<file path="src/rtl/core/mffdm_pkg.sv">
// Package for the maze flood-fill distance map.
// Holds the transaction payload types, operation codes and controller/datapath interface structs.
// Depends on nothing.
package mffdm_pkg;

    localparam logic [1:0] OP_LOAD    = 2'd0;
    localparam logic [1:0] OP_COMPUTE = 2'd1;
    localparam logic [1:0] OP_READ    = 2'd2;

    localparam logic RK_READ = 1'b0;
    localparam logic RK_DONE = 1'b1;

    localparam logic [7:0] UNREACHED = 8'd255;
    localparam logic [7:0] DIST_MAX  = 8'd254;
    localparam logic [7:0] DIST_ZERO = 8'd0;

    typedef struct packed {
        logic [1:0] operation;
        logic [3:0] cell_x;
        logic [3:0] cell_y;
        logic       wall_right;
        logic       wall_left;
        logic       wall_front;
        logic       wall_back;
        logic       is_goal;
    } item_t;

    typedef struct packed {
        logic       result_kind;
        logic [7:0] distance;
    } result_t;

    typedef struct packed {
        logic clr_wr;
        logic load_wr;
        logic rd_issue;
        logic cell_rd;
        logic init_wr;
        logic center_rd;
        logic dir_step;
        logic nbr_rd;
        logic nbr_wr;
        logic cnt_step;
        logic scan_start;
        logic level_step;
        logic map_set;
        logic out_read;
        logic out_done;
    } cmd_t;

    typedef struct packed {
        logic last_cell;
        logic center_hit;
        logic nbr_open;
        logic nbr_unreached;
        logic last_dir;
        logic changed;
        logic out_free;
    } status_t;

endpackage

</file>
<file path="src/rtl/core/mffdm_ctrl.sv">
// Controller state machine for the maze flood-fill distance map.
// Sequences the clearing sweep, loads, reads and the flood passes; uses mffdm_pkg.
module mffdm_ctrl (
    input  logic                clk,
    input  logic                rst_n,
    input  logic                item_valid,
    input  logic [1:0]          operation,
    input  mffdm_pkg::status_t  status,
    output logic                item_stall,
    output mffdm_pkg::cmd_t     cmd
);
    import mffdm_pkg::*;

    typedef enum logic [10:0] {
        S_CLEAR   = 11'b00000000001,
        S_IDLE    = 11'b00000000010,
        S_RDATA   = 11'b00000000100,
        S_INIT_RD = 11'b00000001000,
        S_INIT_WR = 11'b00000010000,
        S_C_RD    = 11'b00000100000,
        S_C_CHK   = 11'b00001000000,
        S_N_SEL   = 11'b00010000000,
        S_N_CHK   = 11'b00100000000,
        S_ADV     = 11'b01000000000,
        S_DONE    = 11'b10000000000
    } state_t;

    state_t state_reg;
    state_t state_next;

    always_ff @(posedge clk or negedge rst_n)
    begin
        if (!rst_n)
        begin
            state_reg <= S_CLEAR;
        end
        else
        begin
            state_reg <= state_next;
        end
    end

    always_comb
    begin
        state_next = state_reg;
        cmd        = '0;
        item_stall = 1'b1;
        unique case (state_reg)
            S_CLEAR:
            begin
                cmd.clr_wr   = 1'b1;
                cmd.cnt_step = 1'b1;
                if (status.last_cell)
                begin
                    state_next = S_IDLE;
                end
            end
            S_IDLE:
            begin
                item_stall = 1'b0;
                if (item_valid)
                begin
                    unique case (operation)
                        OP_LOAD:
                        begin
                            cmd.load_wr = 1'b1;
                        end
                        OP_READ:
                        begin
                            cmd.rd_issue = 1'b1;
                            state_next   = S_RDATA;
                        end
                        OP_COMPUTE:
                        begin
                            state_next = S_INIT_RD;
                        end
                        default:
                        begin
                            state_next = S_IDLE;
                        end
                    endcase
                end
            end
            S_RDATA:
            begin
                if (status.out_free)
                begin
                    cmd.out_read = 1'b1;
                    state_next   = S_IDLE;
                end
            end
            S_INIT_RD:
            begin
                cmd.cell_rd = 1'b1;
                state_next  = S_INIT_WR;
            end
            S_INIT_WR:
            begin
                cmd.init_wr  = 1'b1;
                cmd.cnt_step = 1'b1;
                if (status.last_cell)
                begin
                    cmd.scan_start = 1'b1;
                    state_next     = S_C_RD;
                end
                else
                begin
                    state_next = S_INIT_RD;
                end
            end
            S_C_RD:
            begin
                cmd.center_rd = 1'b1;
                state_next    = S_C_CHK;
            end
            S_C_CHK:
            begin
                state_next = status.center_hit ? S_N_SEL : S_ADV;
            end
            S_N_SEL:
            begin
                if (status.nbr_open)
                begin
                    cmd.nbr_rd = 1'b1;
                    state_next = S_N_CHK;
                end
                else if (status.last_dir)
                begin
                    state_next = S_ADV;
                end
                else
                begin
                    cmd.dir_step = 1'b1;
                end
            end
            S_N_CHK:
            begin
                cmd.nbr_wr = status.nbr_unreached;
                if (status.last_dir)
                begin
                    state_next = S_ADV;
                end
                else
                begin
                    cmd.dir_step = 1'b1;
                    state_next   = S_N_SEL;
                end
            end
            S_ADV:
            begin
                cmd.cnt_step = 1'b1;
                if (!status.last_cell)
                begin
                    state_next = S_C_RD;
                end
                else if (status.changed)
                begin
                    cmd.level_step = 1'b1;
                    state_next     = S_C_RD;
                end
                else
                begin
                    cmd.map_set = 1'b1;
                    state_next  = S_DONE;
                end
            end
            S_DONE:
            begin
                if (status.out_free)
                begin
                    cmd.out_done = 1'b1;
                    state_next   = S_IDLE;
                end
            end
            default:
            begin
                state_next = S_CLEAR;
            end
        endcase
    end

endmodule

</file>
<file path="config.mk">
export PLATFORM = sky130hd
export DESIGN_NAME = mffdm_ctrl
export DESIGN_NICKNAME = d
export VERILOG_FILES = /design/src/rtl/core/mffdm_pkg.sv /design/src/rtl/core/mffdm_ctrl.sv
export SDC_FILE = /design/constraint.sdc
export NUM_CORES = 1
export LEC_CHECK = 0
export ABC_CLOCK_PERIOD_IN_PS = 2100
export BUFFER_PORTS_ARGS = -buffer_cell sky130_fd_sc_hd__buf_2
export CORE_MARGIN = 2
export CORE_UTILIZATION = 46
export CTS_BUF_LIST = sky130_fd_sc_hd__clkbuf_4 sky130_fd_sc_hd__clkbuf_8
export DETAILED_ROUTE_END_ITERATION = 7
export PLACE_DENSITY = 0.73
export SYNTH_ARGS = -nofsm -noshare
export SYNTH_HDL_FRONTEND = slang
export SYNTH_SLANG_ARGS = --single-unit
</file>
<file path="constraint.sdc">
create_clock -name clk -period 2.1 [get_ports clk]
set_input_delay 0.105 -clock clk [delete_from_list [all_inputs] [get_ports clk]]
set_output_delay 0.105 -clock clk [all_outputs]
set_load 0.02 [all_outputs]
</file>
## Yosys cells after proc, flatten, opt, wreduce, memory -nomap -nowiden

Index checks and enable logic that the tools add are counted.

| word-level totals | value |
|---|---|
| bits in registers | 11 |
| latch bits | 0 |
| memory bits (writable) | 0 |
| bits in read-only memories | 0 |
| bits of input ports | 12 |
| output and inout bits | 16 |
| logic and storage cells | 60 |
| memories | 0 |

| cells by class | value |
|---|---|
| add/subtract/negate cells | 0 |
| $mul | 0 |
| div/mod/pow operators | 0 |
| $lt $le $gt $ge | 0 |
| equality and inequality tests | 18 |
| shift operators | 0 |
| mux-type cells | 37 |
| bitwise logic cells | 0 |
| reduce and logical (&&, ||, !) cells | 4 |

Operators with widths:

| kind | number |
|---|---|
| $pmux W11 S10 | 1 |
| $mux W11 | 7 |
| $pmux W11 S3 | 1 |
| $mux W1 | 20 |
| $mux W10 | 2 |
| $eq A11 B1 Y1 const B | 1 |
| $eq A11 B10 Y1 const B | 1 |
| $eq A11 B11 Y1 const B | 1 |
| $eq A11 B2 Y1 const B | 1 |
| $eq A11 B3 Y1 const B | 1 |
| $eq A11 B4 Y1 const B | 1 |
| $eq A11 B5 Y1 const B | 1 |
| $eq A11 B6 Y1 const B | 1 |
| $eq A11 B7 Y1 const B | 1 |
| $eq A11 B8 Y1 const B | 1 |
| $eq A11 B9 Y1 const B | 1 |
| $mux W2 | 4 |
| $mux W6 | 1 |
| $ne A2 B2 Y1 const B | 3 |
| $reduce_and A5 Y1 | 1 |
| $ne A3 B3 Y1 const B | 1 |
| $reduce_or A3 Y1 | 1 |
| $eq A2 B1 Y1 const B | 1 |
| $eq A2 B2 Y1 const B | 1 |
| 4 further kinds | 4 |

## Logic depth before layout (Yosys ltp)

Gate-level depths: netlist (run 1).

| logic depth | value |
|---|---|
| word-level depth | 4 |
| depth in mapped cells | 7 |
| mapped depth without buffers | 7 |

## Worst setup path after synthesis (run 1)

No wires, ideal clock.

| timing | value |
|---|---|
| path type | reg-to-reg |
| start | register state_reg[3] |
| end | register state_reg[5] |
| setup time | 78 ps |
| data arrival time | 1884 ps |
| required time | 2022 ps |
| setup slack | 138 ps |
| stages on the path, launching flop included | 6 |
| path buffers | 0 |
| clock period less this slack | 1962 ps |
| cell sequence | dfrtp_1 > or4_4 > nor2_1 > and3_1 > and2_1 > o21bai_1 |

| on the way | value |
|---|---|
| cells in the longest elaborated chain, start to end | 4 |
| elaborated cells between the ends (all ways) | 19 |
| classes of those cells | eq/ne (16); mux (1); reduce/logical (2) |

Ends and longest elaborated chain:

| element | line | RTL |
|---|---|---|
| from (decl) | mffdm_ctrl.sv:28 | `state_t state_reg;` |
| from (signal assigned) | mffdm_ctrl.sv:39 | `state_reg <= state_next;` |
| $eq A11 B11 Y1 / $eq A11 B3 Y1 (equally long branches) | mffdm_ctrl.sv:48 | `unique case (state_reg)` |
| $reduce_or A2 Y1 (no line) | -- |  |
| $ne A2 B1 Y1 (no line) | -- |  |
| $reduce_and A5 Y1 (no line) | -- |  |

Several ways; a longest one is shown, not always the timed one.
A chain may end at the register's enable or synchronous reset.

==> flow_summary_export.csv, run 1 <==
group,metric,value,unit
drt,drt_iter0_markers,30,
sta,period_minus_slack,2156,ps
sta,maxSlewViolCount,0,
die,dieArea,2435,µm²
synth,synthArstFlopShare,1.000,
drt,vias_per_cell,5.735,
power,ir_drop,0.6971,mV
die,die_y,49.35,µm
cts,htreeDepth,1,
synth,yosysMostFrequentCell,"dfrtp_1",
critical_path,end_kind,"output port",
critical_path,path_class,"reg -> out",
drt,drc,0,
sta,fin_crit_sh,1.027,
synth,ys_warn_count,0,
synth,synth_fp_nets,120,
sta,relSlewSlack,0.7258,
synth,netlist.area_leader.share,0.2646,
synth,synthCells,105,
critical_path,slowest_stage,"or4b_4",
cts,clk_latency,280,ps
status,failed_checks,"negative setup slack",
sta,rsz0062_at_grt,"true",
status,status,"complete, but fails checks",
global_routing,grt_max_degree,12,
global_routing,grt_use_met1,0.3206,
cts,cts_root_buf,"clkbuf_4",
worst_hold_path,hp-class,"in -> reg",
drt,routed_wirelength,3088,µm
global_routing,antenna_found_initial,0,
synth,synth_edf_count,0,
final_layout,final_area,1420,µm²
synth,synth.distinct_cells,44,
final_layout,diodes,0,
synth,avgSynthCellArea,9.009,µm²
die,start_util,0.4871,
power,powerDensity,781.1,nW/µm²
placed_design,placed_area,1161,µm²
final_layout,n_fill_cell,145,
global_routing,use_met2,0.4212,
final_layout,nets,170,
placed_design,gp_congestion,0.9181,
global_routing,busiest_layer,"met2",
sta,fmax,463.8,MHz
sta,setup_viol,5,
die,core-area,1942,µm²
placed_design,portBuffers,27,
synth,synth_area_leaders,"dfrtp_1, nor3_2, and3_1",
critical_path,worst_ep_required_time,2000,ps
synth,netlist_area,945.9,µm²
synth,synth_common_cells,"dfrtp_1, nor2_1, inv_1, and3_1",
sta,final_hold_viol_count,0,
cts,cts.sinks,11,
cts,cts_tree,"done",
synth,yosys_most_used_dff,"dfrtp_1",
final_layout,layout-drive-gt1-share,0.5260,
sta,setup_slack,-55.94,ps
die,rows,16,
drt,wl_per_cell,17.06,µm
cts,clk_pin_slew,80,ps
final_layout,largest_reg_flops,11,
global_routing,track_usage,0.2555,
cts,cts_buffer_depth,2,
critical_path,cp-start-kind,"flop",
die,pin_count,28,
sta,worst_slew_pin_slew,405.6,ps
global_routing,grt_overflow,0,
synth,yosysTopAreaCell,"dfrtp_1",
synth,seq_area_frac_synth,0.2923,
final_layout,syn2layout_area_growth,50.13,%
drt,firstDrtPassIters,4,
critical_path,cp_max_fo,4,
die,die_w,49.35,µm
power,cellLeakagePower,0.7107,nW
job,drv_cap,0,
sta,fin_hold_ws,91.28,ps
synth,ys_seq_elements,11,
placed_design,place_hpwl,1977,µm
critical_path,max_stage_delay,550,ps
drt,ant_nets,0,
global_routing,grt_pass1_wl,4623,µm
critical_path,crit_chain,"nor4_4 > nand2_1 > or4b_4 > nor3_4 > buf_6",
critical_path,crit_arrival,2050,ps
global_routing,grt_pass1_vias,991,
sta,fin_worst_skew,6.207,ps
global_routing,use_met3,0.04908,
cts,numCtsBuffers,3,
drt,route.vias.total,1038,
-- per-layer routing --
metal,up-vias,share of wire
met5,-,0
met4,0,0.028
met3,9,0.062
met2,47,0.52
met1,493,0.39
li1,489,-
-- worst paths after layout --
check                         startpoint       endpoint  slack, ps  depth (start not counted)
max in group asynchronous          rst_n   state_reg[0]       1600                          2
min                            status[5]   state_reg[7]         90                          2
min reg2reg                state_reg[10]  state_reg[10]        670                          2
min in group asynchronous          rst_n   state_reg[7]        220                          2
max reg2reg                 state_reg[4]  state_reg[10]         80                          7
max                         state_reg[2]         cmd[2]        -60                          5
-- layout make-up --
cell class | instances | area [µm²] | share of cell area
Clock buffer | 4 | 30.03 | 0.02115
Sequential cell | 11 | 280.3 | 0.1974
Multi-Input combinational cell | 83 | 709.4 | 0.4996
Timing Repair Buffer | 48 | 336.6 | 0.2370
Tap cell | 27 | 33.78 | 0.02379
Inverter | 8 | 30.03 | 0.02115
-- cells by family after synthesis --
kind of cell               share of synthesized area
AOI/OAI and AO/OA                             0.1323
xor gates and xnor gates                     0.02778
adders and majority gates                    0.03969
buffers and inverters                        0.04629
DFF                                           0.2923
muxes                                        0.02249
and+or+nand+nor                               0.4391
-- cells in the final DEF (no fill, tap or decap), types with 2 or more instances in the layout --
master,netlist,final
nor3_4,0,3
a32oi_1,2,2
and2_1,4,2
nor3_2,5,2
inv_1,8,8
a21o_1,2,2
or4b_1,2,2
buf_4,0,19
nand3_1,3,3
clkbuf_4,0,4
and4_1,2,2
nor4b_1,3,3
nor2_1,9,7
and2_4,0,2
nor2_4,0,2
buf_6,0,7
or4_4,2,2
and3_4,0,2
dfrtp_1,10,7
nand2_1,4,3
dfrtp_2,0,3
ha_1,3,3
nand2b_1,3,3
xnor2_1,2,2
nor4_4,1,3
and3_1,7,4
buf_2,2,21
nor3_1,5,5
-- critical path, delay by kind of cell (launching register included) --
kind	cells	cell delay, ps
buffers and inverters	1	150
and+or+nand+nor	4	1180
DFF	1	450
-- metrics by stage --
step / setup TNS [ps] / worst slack, ps / util / total power [mW] / std cells
after floorplan: 0 / 138.3 / - / 0.6215 / 105
after CTS: -51.74 / -20.95 / 0.6869 / 1.001 / 178
after global routing: -592.5 / -139.0 / 0.7313 / 1.168 / 181
after global placement: 0 / 148.3 / 0.5979 / 0.7784 / 164
final: -126.5 / -55.94 / 0.7313 / 1.109 / 181
after detailed placement: 0 / 130.4 / 0.5979 / 0.7899 / 164
-- timing repair --
action,4_1_cts,5_1_grt
gates resized for setup,17,17
hold buffers,1,0
endpoints found under the hold margin,11,0
endpoints found under the setup margin,8,14
setup buffers,9,3
pin swaps,6,9
-- where the power goes --
group          total [mW]  internal [mW]  leakage (nW)  switching [mW]
Combinational       0.641          0.302         0.549           0.340
Sequential          0.300          0.245         0.144          0.0549
Clock               0.168         0.0867        0.0184          0.0817
Total                1.11          0.633         0.711           0.476
Note: power is estimated with default switching activity, not from simulation.
==> inputs of run 2 (changes only) <==
--- a/config.mk
+++ b/config.mk
@@ -11,7 +11,9 @@
 export CORE_UTILIZATION = 46
 export CTS_BUF_LIST = sky130_fd_sc_hd__clkbuf_4 sky130_fd_sc_hd__clkbuf_8
 export DETAILED_ROUTE_END_ITERATION = 7
-export PLACE_DENSITY = 0.73
+export MAX_ROUTING_LAYER = met4
+export PLACE_DENSITY = 0.69
+export SLEW_MARGIN = 20
 export SYNTH_ARGS = -nofsm -noshare
 export SYNTH_HDL_FRONTEND = slang
 export SYNTH_SLANG_ARGS = --single-unit
==> run 2 against run 1 <==
The run still ends with negative setup slack left. Critical endpoint is now cmd[8]. Flip-flop and latch count is the same. Fmax shrank 0.21%. Worst setup slack lost 4.5 ps. Global-route usage shrank 1.1 points. Power shrank 5.4%.
==> flow_summary_export.csv, run 2 (synthesized netlist as in run 1, its figures left out) <==
group,metric,value,unit
global_routing,grt_max_degree,12,
job,drv_cap,0,
final_layout,layout.cells.most_common,"buf_2",
power,ir_drop,0.5016,mV
cts,clk_pin_slew,80,ps
global_routing,grt_pass1_wl,4312,µm
cts,cts_buffer_depth,2,
sta,worst_slew_pin_slew,404.6,ps
drt,vias_per_cell,5.781,
drt,ant_nets,0,
final_layout,nets,167,
critical_path,slowest_stage,"or4_4",
final_layout,syn2layout_area_growth,42.33,%
die,die_w,49.35,µm
sta,maxSlewViolCount,0,
placed_design,portBuffers,27,
global_routing,track_usage,0.2445,
critical_path,cp-start-kind,"flop",
die,core-area,1942,µm²
status,failed_checks,"negative setup slack",
sta,final_hold_viol_count,0,
critical_path,end_kind,"output port",
sta,fin_crit_sh,1.029,
cts,htreeDepth,1,
drt,wl_per_cell,15.84,µm
power,power,1.050,mW
cts,cts_root_buf,"clkbuf_4",
sta,fmax,462.9,MHz
drt,drc,0,
drt,route.vias.total,1029,
final_layout,layout-drive-gt1-share,0.5033,
global_routing,antenna_found_initial,0,
final_layout,final_cell_mix,"buf_2, buf_4, inv_1, nor2_1, dfrtp_1",
placed_design,pre_cts_ws,137.4,ps
global_routing,grt_pass1_vias,934,
final_layout,n_fill_cell,167,
critical_path,worst_ep_required_time,2000,ps
sta,period_minus_slack,2160,ps
placed_design,place_hpwl,1953,µm
power,powerDensity,779.6,nW/µm²
die,rows,16,
power,cellLeakagePower,0.6886,nW
cts,cts_tree,"done",
sta,setup_viol,5,
global_routing,grt_overflow,0,
sta,rsz0062_at_grt,"true",
placed_design,gp_congestion,0.8942,
sta,fin_worst_skew,3.766,ps
cts,cts.sinks,11,
die,die_y,49.35,µm
cts,clk_latency,290,ps
die,start_util,0.4871,
sta,setup_slack,-60.45,ps
worst_hold_path,min_path_cells,2,
critical_path,cp_max_fo,4,
worst_hold_path,hp-class,"in -> reg",
critical_path,crit_chain,"or4_4 > nor4_4 > nand2b_1 > a21oi_2 > buf_4",
die,dieArea,2435,µm²
drt,firstDrtPassIters,4,
drt,drt_iter0_markers,32,
sta,relSlewSlack,0.7265,
cts,numCtsBuffers,3,
critical_path,ff2ff_path_depth,7,
final_layout,largest_reg_flops,11,
die,pin_count,28,
critical_path,max_stage_delay,600,ps
final_layout,diodes,0,
drt,routed_wirelength,2819,µm
status,status,"complete, but fails checks",
critical_path,crit_arrival,2060,ps
sta,finalSetupTns,-246.0,ps
critical_path,path_class,"reg -> out",
## run 2: cell count changes in the layout (fill, tap and decap cells not counted), moves of 2 or more
cell,delta
and3_1,+2
nor3_2,+4
buf_6,-5
nor3_4,-3
## run 2: worst max-delay path, delay by kind of cell, from the launching register on
| family | cells | cell delay [ps] |
|---|---|---|
| AND/OR/NAND/NOR | 3 | 1010 |
| AO/OA/AOI/OAI | 1 | 150 |
| flip-flops | 1 | 440 |
| buffers and inverters | 1 | 160 |
## run 2: layout make-up
type,count,area (µm²),share of cell area
flip-flops and latches,11,280.3,0.2082
multi-input cells,83,679.4,0.5046
well taps,27,33.78,0.02509
repair buffers,45,292.8,0.2175
inverters,8,30.03,0.02230
clock buffers,4,30.03,0.02230
## run 2: final timing paths
check | start | end | slack (ps)
worst max-delay path | state_reg[2] | cmd[8] | -60
worst min-delay path | status[5] | state_reg[7] | 80
worst max register to register | state_reg[3] | state_reg[10] | 150
worst min register to register | state_reg[5] | state_reg[6] | 640
max in group asynchronous | rst_n | state_reg[0] | 1610
min in group asynchronous | rst_n | state_reg[6] | 220
## run 2: metrics by stage
step / hold WS, ps / cell area, µm² / std cells / utilization
3_3_place_gp: -2.603 / 1146 / 162 / 0.5902
2_1_floorplan: -190.6 / 945.9 / 105 / -
4_1_cts: 84.41 / 1260 / 172 / 0.6488
6_report: 79.75 / 1346 / 178 / 0.6933
3_5_place_dp: -4.919 / 1146 / 162 / 0.5902
5_1_grt: 92.91 / 1346 / 178 / 0.6933
## run 2: per-layer routing
layer,GRT usage,wire length [µm],vias to the layer above
met3,0.02761,151,7
met1,0.2800,1178,484
met5,-,0,-
met4,0.1095,62,0
li1,-,-,490
met2,0.4257,1426,48
## run 2: what timing repair did
item                                    CTS  global route
endpoints found under the setup margin    7            13
hold buffers                              1             0
buffers inserted                          5             6
hold endpoints to repair                 11             0
resized for setup                        10            11
pin swaps                                 3             6
## run 2: power breakdown
group	switching, mW	internal, mW
sequential	0.0472	0.245
clock	0.0859	0.0870
combinational	0.309	0.275
total	0.443	0.607
